### config.mk
export PLATFORM = sky130hd
export DESIGN_NAME = depth_first_search_timestamps_core
export DESIGN_NICKNAME = d
export VERILOG_FILES = /design/src/dfst_pkg.sv /design/src/dfst_adj_store.sv /design/src/dfst_rec_store.sv /design/src/dfst_walk.sv /design/src/depth_first_search_timestamps_core.sv
export SDC_FILE = /design/constraint.sdc
export NUM_CORES = 1
export LEC_CHECK = 0
export BUFFER_PORTS_ARGS = -buffer_cell sky130_fd_sc_hd__buf_2
export CAP_MARGIN = 20
export CORE_MARGIN = 3
export CORE_UTILIZATION = 35
export CTS_CLUSTER_DIAMETER = 30
export DETAILED_ROUTE_END_ITERATION = 8
export GPL_ROUTABILITY_DRIVEN = 1
export PLACE_DENSITY = 0.54
export SLEW_MARGIN = 5
export SYNTH_ARGS = -nofsm -noshare
export SYNTH_HDL_FRONTEND = slang
export SYNTH_SLANG_ARGS = --single-unit
### constraint.sdc
create_clock -name clk -period 7.67 [get_ports clk]
set_input_delay 1.9175 -clock clk [delete_from_list [all_inputs] [get_ports clk]]
set_output_delay 1.9175 -clock clk [all_outputs]
set_load 0.02 [all_outputs]
### src/dfst_pkg.sv
`timescale 1ns / 1ps
// Shared sizes, codes, types and helper functions for the depth-first search block.
// Depends on nothing; the design files refer to it by scoped names and the testbench imports it.

package dfst_pkg;

  localparam int MAX_VERTICES = 16;
  localparam int VW = $clog2(MAX_VERTICES);
  localparam int CNT_W = VW + 1;
  localparam int TIME_W = VW + 2;
  localparam int PARENT_W = VW + 1;
  localparam int CMD_W = 2;
  localparam int ADDR_W = 3;
  localparam int DATA_W = 32;

  typedef enum logic [CMD_W-1:0] {
    CMD_SET_ARC   = 2'd0,
    CMD_CLEAR_ARC = 2'd1,
    CMD_RUN       = 2'd2
  } cmd_t;

  localparam logic [0:0] REG_VERTEX_COUNT = 1'b0;
  localparam logic [CNT_W-1:0] COUNT_RESET = CNT_W'(MAX_VERTICES);
  localparam logic [PARENT_W-1:0] PARENT_NONE = '1;

  typedef enum logic [2:0] {
    ST_IDLE,
    ST_ROOT,
    ST_READ,
    ST_SCAN,
    ST_REC_READ,
    ST_REC_LOAD
  } state_t;

  typedef struct packed {
    logic                    rd_en;
    logic                    wr_en;
    logic [VW-1:0]           addr;
    logic [MAX_VERTICES-1:0] mask;
    logic [MAX_VERTICES-1:0] data;
  } adj_req_t;

  typedef struct packed {
    logic [TIME_W-1:0]   disc;
    logic [TIME_W-1:0]   fin;
    logic [PARENT_W-1:0] parent;
  } rec_t;

  typedef struct packed {
    logic          en;
    logic          wr_disc;
    logic          wr_fin;
    logic [VW-1:0] addr;
    rec_t          data;
  } rec_req_t;

  typedef struct packed {
    logic          load;
    logic [VW-1:0] vertex;
    logic          last;
  } rpt_t;

  function automatic logic [VW-1:0] first_set(input logic [MAX_VERTICES-1:0] v);
    logic [VW-1:0] r;
    r = '0;
    for (int i = MAX_VERTICES - 1; i >= 0; i--) begin
      if (v[i]) begin
        r = VW'(i);
      end
    end
    return r;
  endfunction

  function automatic logic [MAX_VERTICES-1:0] count_mask(input logic [CNT_W-1:0] n);
    logic [MAX_VERTICES-1:0] m;
    m = '0;
    for (int i = 0; i < MAX_VERTICES; i++) begin
      m[i] = (CNT_W'(i) < n);
    end
    return m;
  endfunction

endpackage

### src/dfst_adj_store.sv
`timescale 1ns / 1ps
// Adjacency bit matrix: one row per source vertex, bit-maskable write, registered read.
// Depends on dfst_pkg.

module dfst_adj_store (
  input  logic                                   clk,
  input  logic                                   rst,
  input  dfst_pkg::adj_req_t                     req,
  output logic [dfst_pkg::MAX_VERTICES-1:0]      row
);

  logic [dfst_pkg::MAX_VERTICES-1:0] mem [dfst_pkg::MAX_VERTICES];
  logic [dfst_pkg::MAX_VERTICES-1:0] row_valid;

  // A row never written reads as empty; its first write stores the masked data alone.
  always_ff @(posedge clk) begin
    if (rst) begin
      row_valid <= '0;
    end else if (req.wr_en) begin
      row_valid[req.addr] <= 1'b1;
    end
  end

  always_ff @(posedge clk) begin
    if (req.wr_en) begin
      if (row_valid[req.addr]) begin
        for (int b = 0; b < dfst_pkg::MAX_VERTICES; b++) begin
          if (req.mask[b]) begin
            mem[req.addr][b] <= req.data[b];
          end
        end
      end else begin
        mem[req.addr] <= req.data & req.mask;
      end
    end
    if (req.rd_en) begin
      row <= row_valid[req.addr] ? mem[req.addr] : '0;
    end
  end

endmodule

### src/dfst_rec_store.sv
`timescale 1ns / 1ps
// Per-vertex record memory holding discovery time, finish time and parent.
// Depends on dfst_pkg.

module dfst_rec_store (
  input  logic               clk,
  input  dfst_pkg::rec_req_t req,
  output dfst_pkg::rec_t     rd
);

  dfst_pkg::rec_t mem [dfst_pkg::MAX_VERTICES];

  always_ff @(posedge clk) begin
    if (req.en) begin
      if (req.wr_disc) begin
        mem[req.addr].disc   <= req.data.disc;
        mem[req.addr].parent <= req.data.parent;
      end
      if (req.wr_fin) begin
        mem[req.addr].fin <= req.data.fin;
      end
      if (!req.wr_disc && !req.wr_fin) begin
        rd <= mem[req.addr];
      end
    end
  end

endmodule

### src/dfst_walk.sv
`timescale 1ns / 1ps
// Search sequencer: arc edits, stack-driven traversal and the record report pass.
// Depends on dfst_pkg; drives dfst_adj_store and dfst_rec_store through request structs.

module dfst_walk (
  input  logic                                 clk,
  input  logic                                 rst,
  input  logic                                 cmd_valid,
  input  logic [dfst_pkg::CMD_W-1:0]           command,
  input  logic [dfst_pkg::VW-1:0]              from_vertex,
  input  logic [dfst_pkg::VW-1:0]              to_vertex,
  input  logic [dfst_pkg::CNT_W-1:0]           count,
  input  logic                                 out_free,
  input  logic [dfst_pkg::MAX_VERTICES-1:0]    adj_row,
  output logic                                 cmd_ready,
  output dfst_pkg::adj_req_t                   adj_req,
  output dfst_pkg::rec_req_t                   rec_req,
  output dfst_pkg::rpt_t                       rpt
);

  dfst_pkg::state_t state, state_next;

  logic [dfst_pkg::VW-1:0]           stack [dfst_pkg::MAX_VERTICES];
  logic [dfst_pkg::CNT_W-1:0]        sp, sp_next;
  logic [dfst_pkg::CNT_W-1:0]        root, root_next;
  logic [dfst_pkg::CNT_W-1:0]        idx, idx_next;
  logic [dfst_pkg::TIME_W-1:0]       stamp, stamp_next;
  logic [dfst_pkg::MAX_VERTICES-1:0] visited, visited_next;
  logic                              push;
  logic [dfst_pkg::VW-1:0]           push_v;
  logic [dfst_pkg::CNT_W-1:0]        sp_m1;
  logic [dfst_pkg::VW-1:0]           top_v;
  logic [dfst_pkg::MAX_VERTICES-1:0] cand;
  logic [dfst_pkg::VW-1:0]           child;
  logic [dfst_pkg::MAX_VERTICES-1:0] live;
  logic                              arc_ok;

  assign sp_m1  = sp - dfst_pkg::CNT_W'(1);
  assign top_v  = stack[sp_m1[dfst_pkg::VW-1:0]];
  assign live   = dfst_pkg::count_mask(count);
  assign cand   = adj_row & ~visited & live;
  assign child  = dfst_pkg::first_set(cand);
  assign arc_ok = ({1'b0, from_vertex} < count) && ({1'b0, to_vertex} < count);

  always_ff @(posedge clk) begin
    if (rst) begin
      state <= dfst_pkg::ST_IDLE;
    end else begin
      state <= state_next;
    end
  end

  always_ff @(posedge clk) begin
    if (rst) begin
      sp      <= '0;
      root    <= '0;
      idx     <= '0;
      stamp   <= '0;
      visited <= '0;
    end else begin
      sp      <= sp_next;
      root    <= root_next;
      idx     <= idx_next;
      stamp   <= stamp_next;
      visited <= visited_next;
    end
  end

  always_ff @(posedge clk) begin
    if (push) begin
      stack[sp[dfst_pkg::VW-1:0]] <= push_v;
    end
  end

  always_comb begin
    state_next   = state;
    sp_next      = sp;
    root_next    = root;
    idx_next     = idx;
    stamp_next   = stamp;
    visited_next = visited;
    push         = 1'b0;
    push_v       = '0;
    cmd_ready    = 1'b0;
    adj_req      = '0;
    rec_req      = '0;
    rpt          = '0;
    case (state)
      dfst_pkg::ST_IDLE: begin
        cmd_ready = 1'b1;
        if (cmd_valid) begin
          case (command)
            dfst_pkg::CMD_SET_ARC, dfst_pkg::CMD_CLEAR_ARC: begin
              adj_req.wr_en = arc_ok;
              adj_req.addr  = from_vertex;
              adj_req.mask  = dfst_pkg::MAX_VERTICES'(1) << to_vertex;
              adj_req.data  = (command == dfst_pkg::CMD_SET_ARC) ? adj_req.mask : '0;
            end
            dfst_pkg::CMD_RUN: begin
              if (count != '0) begin
                visited_next = '0;
                stamp_next   = '0;
                sp_next      = '0;
                root_next    = '0;
                state_next   = dfst_pkg::ST_ROOT;
              end
            end
            default: begin
            end
          endcase
        end
      end
      dfst_pkg::ST_ROOT: begin
        if (root == count) begin
          idx_next   = '0;
          state_next = dfst_pkg::ST_REC_READ;
        end else if (visited[root[dfst_pkg::VW-1:0]]) begin
          root_next = root + dfst_pkg::CNT_W'(1);
        end else begin
          stamp_next                           = stamp + dfst_pkg::TIME_W'(1);
          rec_req.en                           = 1'b1;
          rec_req.wr_disc                      = 1'b1;
          rec_req.addr                         = root[dfst_pkg::VW-1:0];
          rec_req.data.disc                    = stamp_next;
          rec_req.data.parent                  = dfst_pkg::PARENT_NONE;
          visited_next[root[dfst_pkg::VW-1:0]] = 1'b1;
          push                                 = 1'b1;
          push_v                               = root[dfst_pkg::VW-1:0];
          sp_next                              = sp + dfst_pkg::CNT_W'(1);
          state_next                           = dfst_pkg::ST_READ;
        end
      end
      dfst_pkg::ST_READ: begin
        adj_req.rd_en = 1'b1;
        adj_req.addr  = top_v;
        state_next    = dfst_pkg::ST_SCAN;
      end
      dfst_pkg::ST_SCAN: begin
        stamp_next   = stamp + dfst_pkg::TIME_W'(1);
        rec_req.en   = 1'b1;
        if (cand != '0) begin
          rec_req.wr_disc     = 1'b1;
          rec_req.addr        = child;
          rec_req.data.disc   = stamp_next;
          rec_req.data.parent = {1'b0, top_v};
          visited_next[child] = 1'b1;
          push                = 1'b1;
          push_v              = child;
          sp_next             = sp + dfst_pkg::CNT_W'(1);
          state_next          = dfst_pkg::ST_READ;
        end else begin
          rec_req.wr_fin   = 1'b1;
          rec_req.addr     = top_v;
          rec_req.data.fin = stamp_next;
          sp_next          = sp_m1;
          state_next       = (sp_m1 == '0) ? dfst_pkg::ST_ROOT : dfst_pkg::ST_READ;
        end
      end
      dfst_pkg::ST_REC_READ: begin
        if (out_free) begin
          rec_req.en   = 1'b1;
          rec_req.addr = idx[dfst_pkg::VW-1:0];
          state_next   = dfst_pkg::ST_REC_LOAD;
        end
      end
      dfst_pkg::ST_REC_LOAD: begin
        rpt.load   = 1'b1;
        rpt.vertex = idx[dfst_pkg::VW-1:0];
        rpt.last   = (idx + dfst_pkg::CNT_W'(1) == count);
        idx_next   = idx + dfst_pkg::CNT_W'(1);
        state_next = rpt.last ? dfst_pkg::ST_IDLE : dfst_pkg::ST_REC_READ;
      end
      default: begin
        state_next = dfst_pkg::ST_IDLE;
      end
    endcase
  end

endmodule

### src/depth_first_search_timestamps_core.sv
`timescale 1ns / 1ps
// Top level of the depth-first search block: register port, output register, instances.
// Depends on dfst_pkg, dfst_adj_store, dfst_rec_store and dfst_walk.
//
//   Channel   Signals                                    Direction  Beat
//   cmd       cmd_valid/cmd_ready, command, from/to      in         one edit or run request
//   rec       rec_valid/rec_ready, vertex .. last        out        one vertex record
//   apb       psel, penable, pwrite, paddr, pwdata, ...  in         vertex_count register
//
// An arc edit or an ignored command is taken in the idle state, which the block stays in.
// A run steps through root checks, a row read and a scan for each non-root discovery and
// each finish, and a record read and load for each record; n vertices forming t search
// trees give n - t non-root discoveries and n finishes.
// Reset clears the adjacency row flags at once, so no clearing pass is needed.
// While rec_ready is low the report pass waits; the last record may wait while new beats enter.

module depth_first_search_timestamps_core (
  input  logic                                clk,
  input  logic                                rst,
  input  logic                                cmd_valid,
  output logic                                cmd_ready,
  input  logic [dfst_pkg::CMD_W-1:0]          command,
  input  logic [dfst_pkg::VW-1:0]             from_vertex,
  input  logic [dfst_pkg::VW-1:0]             to_vertex,
  output logic                                rec_valid,
  input  logic                                rec_ready,
  output logic [dfst_pkg::VW-1:0]             vertex,
  output logic [dfst_pkg::TIME_W-1:0]         discovery_time,
  output logic [dfst_pkg::TIME_W-1:0]         finish_time,
  output logic signed [dfst_pkg::PARENT_W-1:0] parent,
  output logic                                last,
  input  logic                                psel,
  input  logic                                penable,
  input  logic                                pwrite,
  input  logic [dfst_pkg::ADDR_W-1:0]         paddr,
  input  logic [dfst_pkg::DATA_W-1:0]         pwdata,
  output logic [dfst_pkg::DATA_W-1:0]         prdata,
  output logic                                pready
);

  logic [dfst_pkg::CNT_W-1:0]        vertex_count;
  logic [dfst_pkg::CNT_W-1:0]        count;
  logic                              reg_hit;
  logic                              out_free;
  logic [dfst_pkg::MAX_VERTICES-1:0] adj_row;
  dfst_pkg::adj_req_t                adj_req;
  dfst_pkg::rec_req_t                rec_req;
  dfst_pkg::rec_t                    rec_rd;
  dfst_pkg::rpt_t                    rpt;

  assign pready  = 1'b1;
  assign reg_hit = (paddr[dfst_pkg::ADDR_W-1:2] == dfst_pkg::REG_VERTEX_COUNT);
  assign prdata  = reg_hit ? dfst_pkg::DATA_W'(vertex_count) : '0;

  always_ff @(posedge clk) begin
    if (rst) begin
      vertex_count <= dfst_pkg::COUNT_RESET;
    end else if (psel && penable && pwrite && pready && reg_hit) begin
      vertex_count <= pwdata[dfst_pkg::CNT_W-1:0];
    end
  end

  assign count = (vertex_count > dfst_pkg::COUNT_RESET) ? dfst_pkg::COUNT_RESET : vertex_count;

  assign out_free = !rec_valid || rec_ready;

  always_ff @(posedge clk) begin
    if (rst) begin
      rec_valid <= 1'b0;
    end else if (rpt.load) begin
      rec_valid <= 1'b1;
    end else if (rec_ready) begin
      rec_valid <= 1'b0;
    end
  end

  always_ff @(posedge clk) begin
    if (rpt.load) begin
      vertex         <= rpt.vertex;
      discovery_time <= rec_rd.disc;
      finish_time    <= rec_rd.fin;
      parent         <= $signed(rec_rd.parent);
      last           <= rpt.last;
    end
  end

  dfst_walk u_walk (
    .clk         (clk),
    .rst         (rst),
    .cmd_valid   (cmd_valid),
    .command     (command),
    .from_vertex (from_vertex),
    .to_vertex   (to_vertex),
    .count       (count),
    .out_free    (out_free),
    .adj_row     (adj_row),
    .cmd_ready   (cmd_ready),
    .adj_req     (adj_req),
    .rec_req     (rec_req),
    .rpt         (rpt)
  );

  dfst_adj_store u_adj (
    .clk (clk),
    .rst (rst),
    .req (adj_req),
    .row (adj_row)
  );

  dfst_rec_store u_rec (
    .clk (clk),
    .req (rec_req),
    .rd  (rec_rd)
  );

endmodule

==> metrics, run 1 <==
outcome=completed; first drt pass iteration count=5; number of synthesized flops with an enable pin=647; Root Driver=clkbuf_16; Buf/Inv on CP=4; final worst path period need=5.77 ns; row cnt=108; worst slew pin tran=1.17 ns; Cell Area, Synth=31,100 µm²; die height=304 µm; slowest CP cell=a21o_4; grt total ovfl=0; Yosys cell types=88; vias per inst=5.38; Required @ worst endpoint=8.07 ns; CP delay by family, top=buffers and inverters; Internal Dissipation=9.07 mW; NetSw=3.28 mW; peak supply drop=0.000225 V; CTS tree=yes; layout net count=2,541; number of port buffers=51; Layout area overhead=20.6%; clock buffer depth=3; logic gate share of total power=0.139; post-DP HPWL=49,400 µm; H-Tree Depth=4; Setup Buffers After CTS=0; initial antenna violation count=1; TNS Setup=0 ns; Worst Skew=0.0256 ns; Routed WL per cell=21.4 µm; leakage power=14.1 nW; sequential area share after synthesis=0.664; Final Setup Violations=0; global placement routability congestion=0.838; cell mode on critical path=buf_4; slowest cell delay on critical path=0.76 ns; io pins=109; Sinks on Clock Net=709; HP Class=flip-flop to flip-flop; DIE AREA=92,500 µm²; Cell Chain, Critical Path=buf_4, inv_1, ha_1, xnor2_1, mux4_2, mux2i_1, mux2i_1, a22oi_2, buf_4, a21o_4, buf_4, a21oi_1; RSZ-0062 raised after global routing=false; antenna-violating nets left=0; Worst setup SP type=flip-flop; GRT Total Usage=0.172; multi-input logic area=9580 µm²; Critical Path AT=6.17 ns; cts bufs inserted=141; drt initial violations=1,526; final wirelength=80,200 µm; Slew Viols, Final=0; Max-Cap Viols=0; DR DRC count=0; cts repair resizes=0; Tcrit/Tclk final=0.752; vias in the first global route=20,300; ys flop type=edfxtp_1; switch share=0.266; final core utilization=0.429; Worst-path clk slew=0.05 ns; # fillers=7,888; CTS Hold Bufs=0; Critical Path End Type=flip-flop; gate count of the mapped netlist=2,368; Yosys warnings=0; largest net degree at the start of global routing=87; slew margin rel.=0.218; crit-path max FO=86; Mean Syn Cell Area=13.1 µm²; Hold Vio Cnt, Final=0; CP Class=flip-flop to flip-flop; Max Freq=173 MHz; power density over the cells=329 nW/µm²; worst-skew pair later-pin latency=0.72 ns; register area=20,700 µm²; fin area=37,500 µm²; via count=20,100; Flop pwr share=0.362; Yosys reg bits=709; global-route wire length before repair=123,000 µm; clock network fraction of design power=0.499; share of layout cells above drive strength 1=0.173; area of the core=87,400 µm²; ys async rst share=0; Initial Util=0.356; Antenna diodes=0; DIE WIDTH=304 µm; Placed Instance Area=32,600 µm²
flip-flops by register name, summed over array words and instances, names as in the netlist, 6 cells and up:
| name | flops |
|---|---|
| discovery_time | 6 |
| u_walk.stamp | 6 |
| finish_time | 6 |
| u_adj.row | 16 |
| u_adj.mem | 256 |
| u_rec.mem | 272 |
| u_walk.visited | 16 |
| u_walk.stack | 64 |
| u_adj.row_valid | 16 |
| u_rec.rd | 17 |
logic make-up (layout without fill, tap and decap cells):
logic type               Yosys count  after routing  share of synthesized area
flip-flops                       709            709                      0.664
XOR/XNOR                          21             21                    0.00615
multiplexers                     201            201                     0.0841
AND/OR/NAND/NOR                  626            626                     0.0936
buffers and inverters            212            403                     0.0337
adder cells (fa/ha/maj)           17             17                    0.00683
other                              2             28                   0.000241
AO/OA/AOI/OAI                    580            580                      0.111
power groups by stage:
stage               Combinational (mW)  Sequential (mW)  Clock (mW)
finish                            1.72             4.47        6.16
global route                      1.86             4.48        6.48
CTS                               1.72             4.47        6.27
detailed placement                1.71             4.54           0
global placement                  1.68             4.53           0
floorplan                         1.18             4.49           0
layout by cell type, fill, tap and decap left out, drive strengths merged, types with 12 or more instances in the layout:
cell / count
nand2b: 20
o211ai: 39
nand2: 259
o22ai: 84
o21ai: 26
xor2: 12
nor3: 20
buf: 130
clkinv: 57
a22oi: 20
nor2b: 20
mux2i: 148
mux4: 48
a31oi: 22
or4: 20
edfxtp: 647
bufinv: 21
nand3: 54
nor2: 164
a21oi: 323
inv: 30
conb: 28
dfxtp: 62
clkbuf: 155
ha: 17
per-stage QoR:
step / instances / hold slack [ns] / setup slack (ns) / total power [mW]
global route: 3740 / 0.431 / 1.50 / 12.8
detailed placement: 3477 / 0.406 / 1.91 / 6.25
floorplan: 2394 / 0.400 / 2.16 / 5.68
finish: 3740 / 0.416 / 1.90 / 12.4
global placement: 3470 / 0.402 / 1.94 / 6.22
CTS: 3733 / 0.417 / 1.91 / 12.5
worst register-to-register path: cells and delay by family, from the launching register on:
family	cells	cell delay, ns
buf+inv	4	1.52
compound gates	3	1.47
mux	3	1.11
xor+xnor	1	0.73
fa+ha+maj	1	0.34
flops	1	0.30
synthesized netlist by cell type, drive strengths merged (4+ instances only):
| library cell | count | share of area |
|---|---|---|
| o21bai | 4 | 0.00096 |
| a221oi | 10 | 0.0036 |
| or3 | 9 | 0.0018 |
| clkbuf | 83 | 0.010 |
| and2 | 10 | 0.0020 |
| nand2b | 20 | 0.0043 |
| nor4 | 6 | 0.0018 |
| o21ai | 26 | 0.0044 |
| nand3 | 54 | 0.0090 |
| dfxtp | 62 | 0.040 |
| a21oi | 323 | 0.052 |
| nand2 | 259 | 0.031 |
| xor2 | 12 | 0.0036 |
| a211oi | 7 | 0.0020 |
| mux4 | 48 | 0.035 |
| a21o | 6 | 0.0014 |
| nor2b | 20 | 0.0043 |
| xnor2 | 9 | 0.0025 |
| nand3b | 10 | 0.0024 |
| nor3 | 20 | 0.0035 |
| inv | 17 | 0.0021 |
| o22ai | 84 | 0.017 |
| ha | 17 | 0.0068 |
| nor2 | 164 | 0.020 |
| and3 | 7 | 0.0014 |
| mux2i | 148 | 0.048 |
| buf | 112 | 0.022 |
| nand4 | 4 | 0.00080 |
| nor4b | 4 | 0.0011 |
| mux2 | 5 | 0.0018 |
| a22oi | 20 | 0.0048 |
| o211ai | 39 | 0.0097 |
| nor3b | 4 | 0.00096 |
| a31oi | 22 | 0.0044 |
| or2 | 5 | 0.0010 |
| edfxtp | 647 | 0.62 |
| a22o | 7 | 0.0020 |
| or4 | 20 | 0.0051 |
worst paths after layout:
path | endpoint | from | slack [ns] | cells past startpoint
worst max-delay path | u_adj.mem[1][7] | u_walk.sp[0] | 1.90 | 12
worst min-delay path | parent[3] | u_rec.rd[3] | 0.42 | 0
worst max register to register | u_adj.mem[1][7] | u_walk.sp[0] | 1.90 | 12
worst min register to register | parent[3] | u_rec.rd[3] | 0.42 | 0
cell type report:
| class | count | share of cell area |
|---|---|---|
| inverter | 17 | 0.00170 |
| multi-input combinational | 1473 | 0.255 |
| clock buffer | 155 | 0.0974 |
| tap | 1155 | 0.0385 |
| clock inverter | 101 | 0.0318 |
| sequential | 709 | 0.551 |
| timing repair buffer | 130 | 0.0244 |
per-layer routing:
metal  wire, µm  vias up  GRT usage
li1           -     9251          -
met1      33300    10100      0.217
met2      39800      641      0.291
met3       4660      163     0.0340
met4       2460        0     0.0683
met5          0        -          0
Note: power is estimated with default switching activity, not from simulation.
==> run 2: changes to the inputs <==
- ABC_AREA: unset -> 1
- PLACE_DENSITY: 0.54 -> 0.56
- clock period: 7.67 -> 5.03 ns (I/O delays scaled with it)
==> run 2 against run 1 <==
- core utilization rose by 0.62 points
- non-clock buffer count rose by 63
- via count rose by 18%
- final cell count rose by 29%
- sequential power rose by 45%
- worst setup slack got worse by 1.4 ns
- critical path type unchanged
- area after synthesis rose by 5.6%
- final area rose by 7.2%
- count of clock-buffer cells in the layout rose by 44
- highest routed layer unchanged
- largest power group unchanged
- critical path depth rose by 10
- hold slack barely moved
- sequential share of layout area fell by 3.7 points
==> metrics, run 2 <==
cts repair resizes=0 (unchanged); RSZ-0062 raised after global routing=false; Reg2Reg Setup Slack=0.51 ns (-1.39 ns); Area contributors post-synth=edfxtp_1 59%, nand2_1 12%, inv_1 4.1%; HP Class=flip-flop to flip-flop; initial antenna violation count=5 (+4); final wirelength=90,000 µm (+12%); Layout area overhead=22.3%; Max Freq=221 MHz (+28%); largest area contributor in the netlist=edfxtp_1; cts bufs inserted=161 (+14%); die height=312 µm (+2.7%); Place WS=0.556 ns (-1.36 ns); outcome=completed; post-route insts no fill=4,840 (+29%); DIE WIDTH=312 µm (+2.7%); Initial Util=0.356 (about the same); ys flop type=edfxtp_1; synth cell count leaders=1,072 x nand2_1, 647 x edfxtp_1, 358 x inv_1; register area=20,700 µm² (unchanged); Critical Path Sink=u_adj.mem[5][3]; most frequent cells in the layout=1,071 x nand2_1, 647 x edfxtp_1, 357 x inv_1; worst r2r src=u_walk.sp[1]; Required @ worst endpoint=5.51 ns (-2.56 ns); io pins=109 (unchanged); commonest non-fill, non-tap cell in the layout=nand2_1; row cnt=111 (+2.8%); drt initial violations=2,079 (+36%); Yosys cell types=55 (-38%); r2r endpoint=u_adj.mem[5][3]; CP Class=flip-flop to flip-flop; post-DP HPWL=54,100 µm (+9.5%); gate count of the mapped netlist=3,283 (+39%); max reg flops=272 (unchanged); TNS Setup=0 ns (unchanged); crit-path max FO=18 (-79%); CTS tree=yes; DIE AREA=97,600 µm² (+5.5%); Largest Register=u_rec.mem; worst-skew pair later-pin latency=0.75 ns (+0.03 ns); Critical Path Start=u_walk.sp[1]; Critical Path AT=5.00 ns (-1.17 ns); Final Total Pwr=17.8 mW (+44%); via count=23,700 (+18%); fin area=40,200 µm² (+7.2%); grt total ovfl=0 (unchanged); leakage power=17.5 nW (+24%); Worst Skew=0.0373 ns (+0.0118 ns); vias in the first global route=23,200 (+14%); global placement routability congestion=0.868 (+3.5%); number of synthesized flops with an enable pin=647 (unchanged); largest net degree at the start of global routing=138 (+59%); Cell Area, Synth=32,900 µm² (+5.6%); clock buffer depth=3 (unchanged); Synth top area share=0.591 (-0.0332); # fillers=8,735 (+11%); setup ws final=0.508 ns (-1.39 ns); vias per inst=4.89 (-9.1%); Yosys reg bits=709 (unchanged); top-count cell post-synth=nand2_1; final core utilization=0.435 (+0.00624); number of port buffers=51 (unchanged); peak supply drop=0.000304 V (+35%); global-route wire length before repair=137,000 µm (+12%); Routed WL per cell=18.6 µm (-13%); slew margin rel.=0.293 (+0.0751); Worst setup SP type=flip-flop; multi-input logic area=9620 µm² (+0.46%); Sinks on Clock Net=709 (unchanged); GRT Total Usage=0.183 (+0.0111); Root Driver=clkbuf_16; antenna-violating nets left=0 (unchanged); Mean Syn Cell Area=10.0 µm² (-24%); worst slew pin tran=1.06 ns (-0.114 ns); share of layout cells above drive strength 1=0.160 (-0.0134); sequential area share after synthesis=0.629 (-0.0353); Final Setup Violations=0 (unchanged); Placed Cells=4,534 (+30%); Setup Buffers After CTS=0 (unchanged); ys async rst share=0 (unchanged); Yosys warnings=0 (unchanged); Max-Cap Viols=0 (unchanged); final worst path period need=4.52 ns (-1.25 ns); area of the core=92,400 µm² (+5.6%); Critical Path End Type=flip-flop; first drt pass iteration count=6 (+1); Slew Viols, Final=0 (unchanged); Hold Vio Cnt, Final=0 (unchanged); Tcrit/Tclk final=0.899 (+0.147); DR DRC count=0 (unchanged); Placed Instance Area=34,800 µm² (+6.6%); CTS Hold Bufs=0 (unchanged); H-Tree Depth=4 (unchanged); layout net count=3,528 (+39%); power density over the cells=444 nW/µm² (+35%); Worst-path clk slew=0.04 ns (about the same); Min Hold Slack=0.415 ns (-0.000253 ns); r2r worst-path depth=22 (+10)
[run 2: worst min-delay path by stage]
stage,start,endpoint,slack (ns),depth (start not counted)
after global routing,u_rec.rd[3],parent[3],0.42,0
final,u_rec.rd[12],discovery_time[1],0.42,0
after detailed placement,u_rec.rd[3],parent[3],0.40,0
after global placement,u_rec.rd[14],discovery_time[3],0.40,0
after floorplan,u_rec.rd[11],discovery_time[0],0.40,0
after CTS,u_rec.rd[12],discovery_time[1],0.42,0
[run 2: area by class of cell]
type                    instances  share of cell area
diodes                          2            0.000124
clock buffers                 199               0.106
clock inverters               100              0.0290
inverters                     416              0.0390
multi-input cells            1978               0.239
flip-flops and latches        709               0.514
well taps                    1243              0.0387
repair buffers                193              0.0342
[run 2: worst max-delay path, cell delays in order (launching register included)]
cell,delay [ns]
dfxtp_1,0.40
inv_1,0.13
ha_1,0.32
inv_2,0.28
a21oi_1,0.07
a22oi_1,0.28
nand2_1,0.10
nand3_1,0.10
nand2_1,0.14
inv_1,0.13
nand2_1,0.07
nand2_1,0.22
nand2_1,0.14
inv_2,0.18
nand2_1,0.07
nand3_1,0.07
a221oi_1,0.08
a21oi_2,0.20
nand2_4,0.07
inv_4,0.45
nand2_1,0.53
nand2_1,0.18
inv_1,0.07
[run 2: kinds of logic (layout without fill, tap and decap cells)]
group / Yosys count / after routing / share of synthesized area
XOR/XNOR: 18 / 18 / 0.00594
AND/OR/NAND/NOR: 1534 / 1534 / 0.200
AO/OA/AOI/OAI: 381 / 381 / 0.0731
adder cells (fa/ha/maj): 17 / 17 / 0.00647
buffers and inverters: 622 / 908 / 0.0857
flip-flops: 709 / 709 / 0.629
other: 2 / 30 / 0.000228
[run 2: where the power goes]
| group | switching (mW) | total (mW) | internal [mW] |
|---|---|---|---|
| sequential | 0.0240 | 6.48 | 6.46 |
| combinational | 0.876 | 1.15 | 0.276 |
| clock | 3.45 | 10.2 | 6.76 |
| total | 4.35 | 17.8 | 13.5 |
[run 2: layer usage]
layer | track usage | part of all wire | vias up
li1 | - | - | 11400
met1 | 0.245 | 0.44 | 11300
met2 | 0.295 | 0.47 | 796
met3 | 0.0365 | 0.064 | 187
met4 | 0.0658 | 0.028 | 0
met5 | 0 | 0 | -
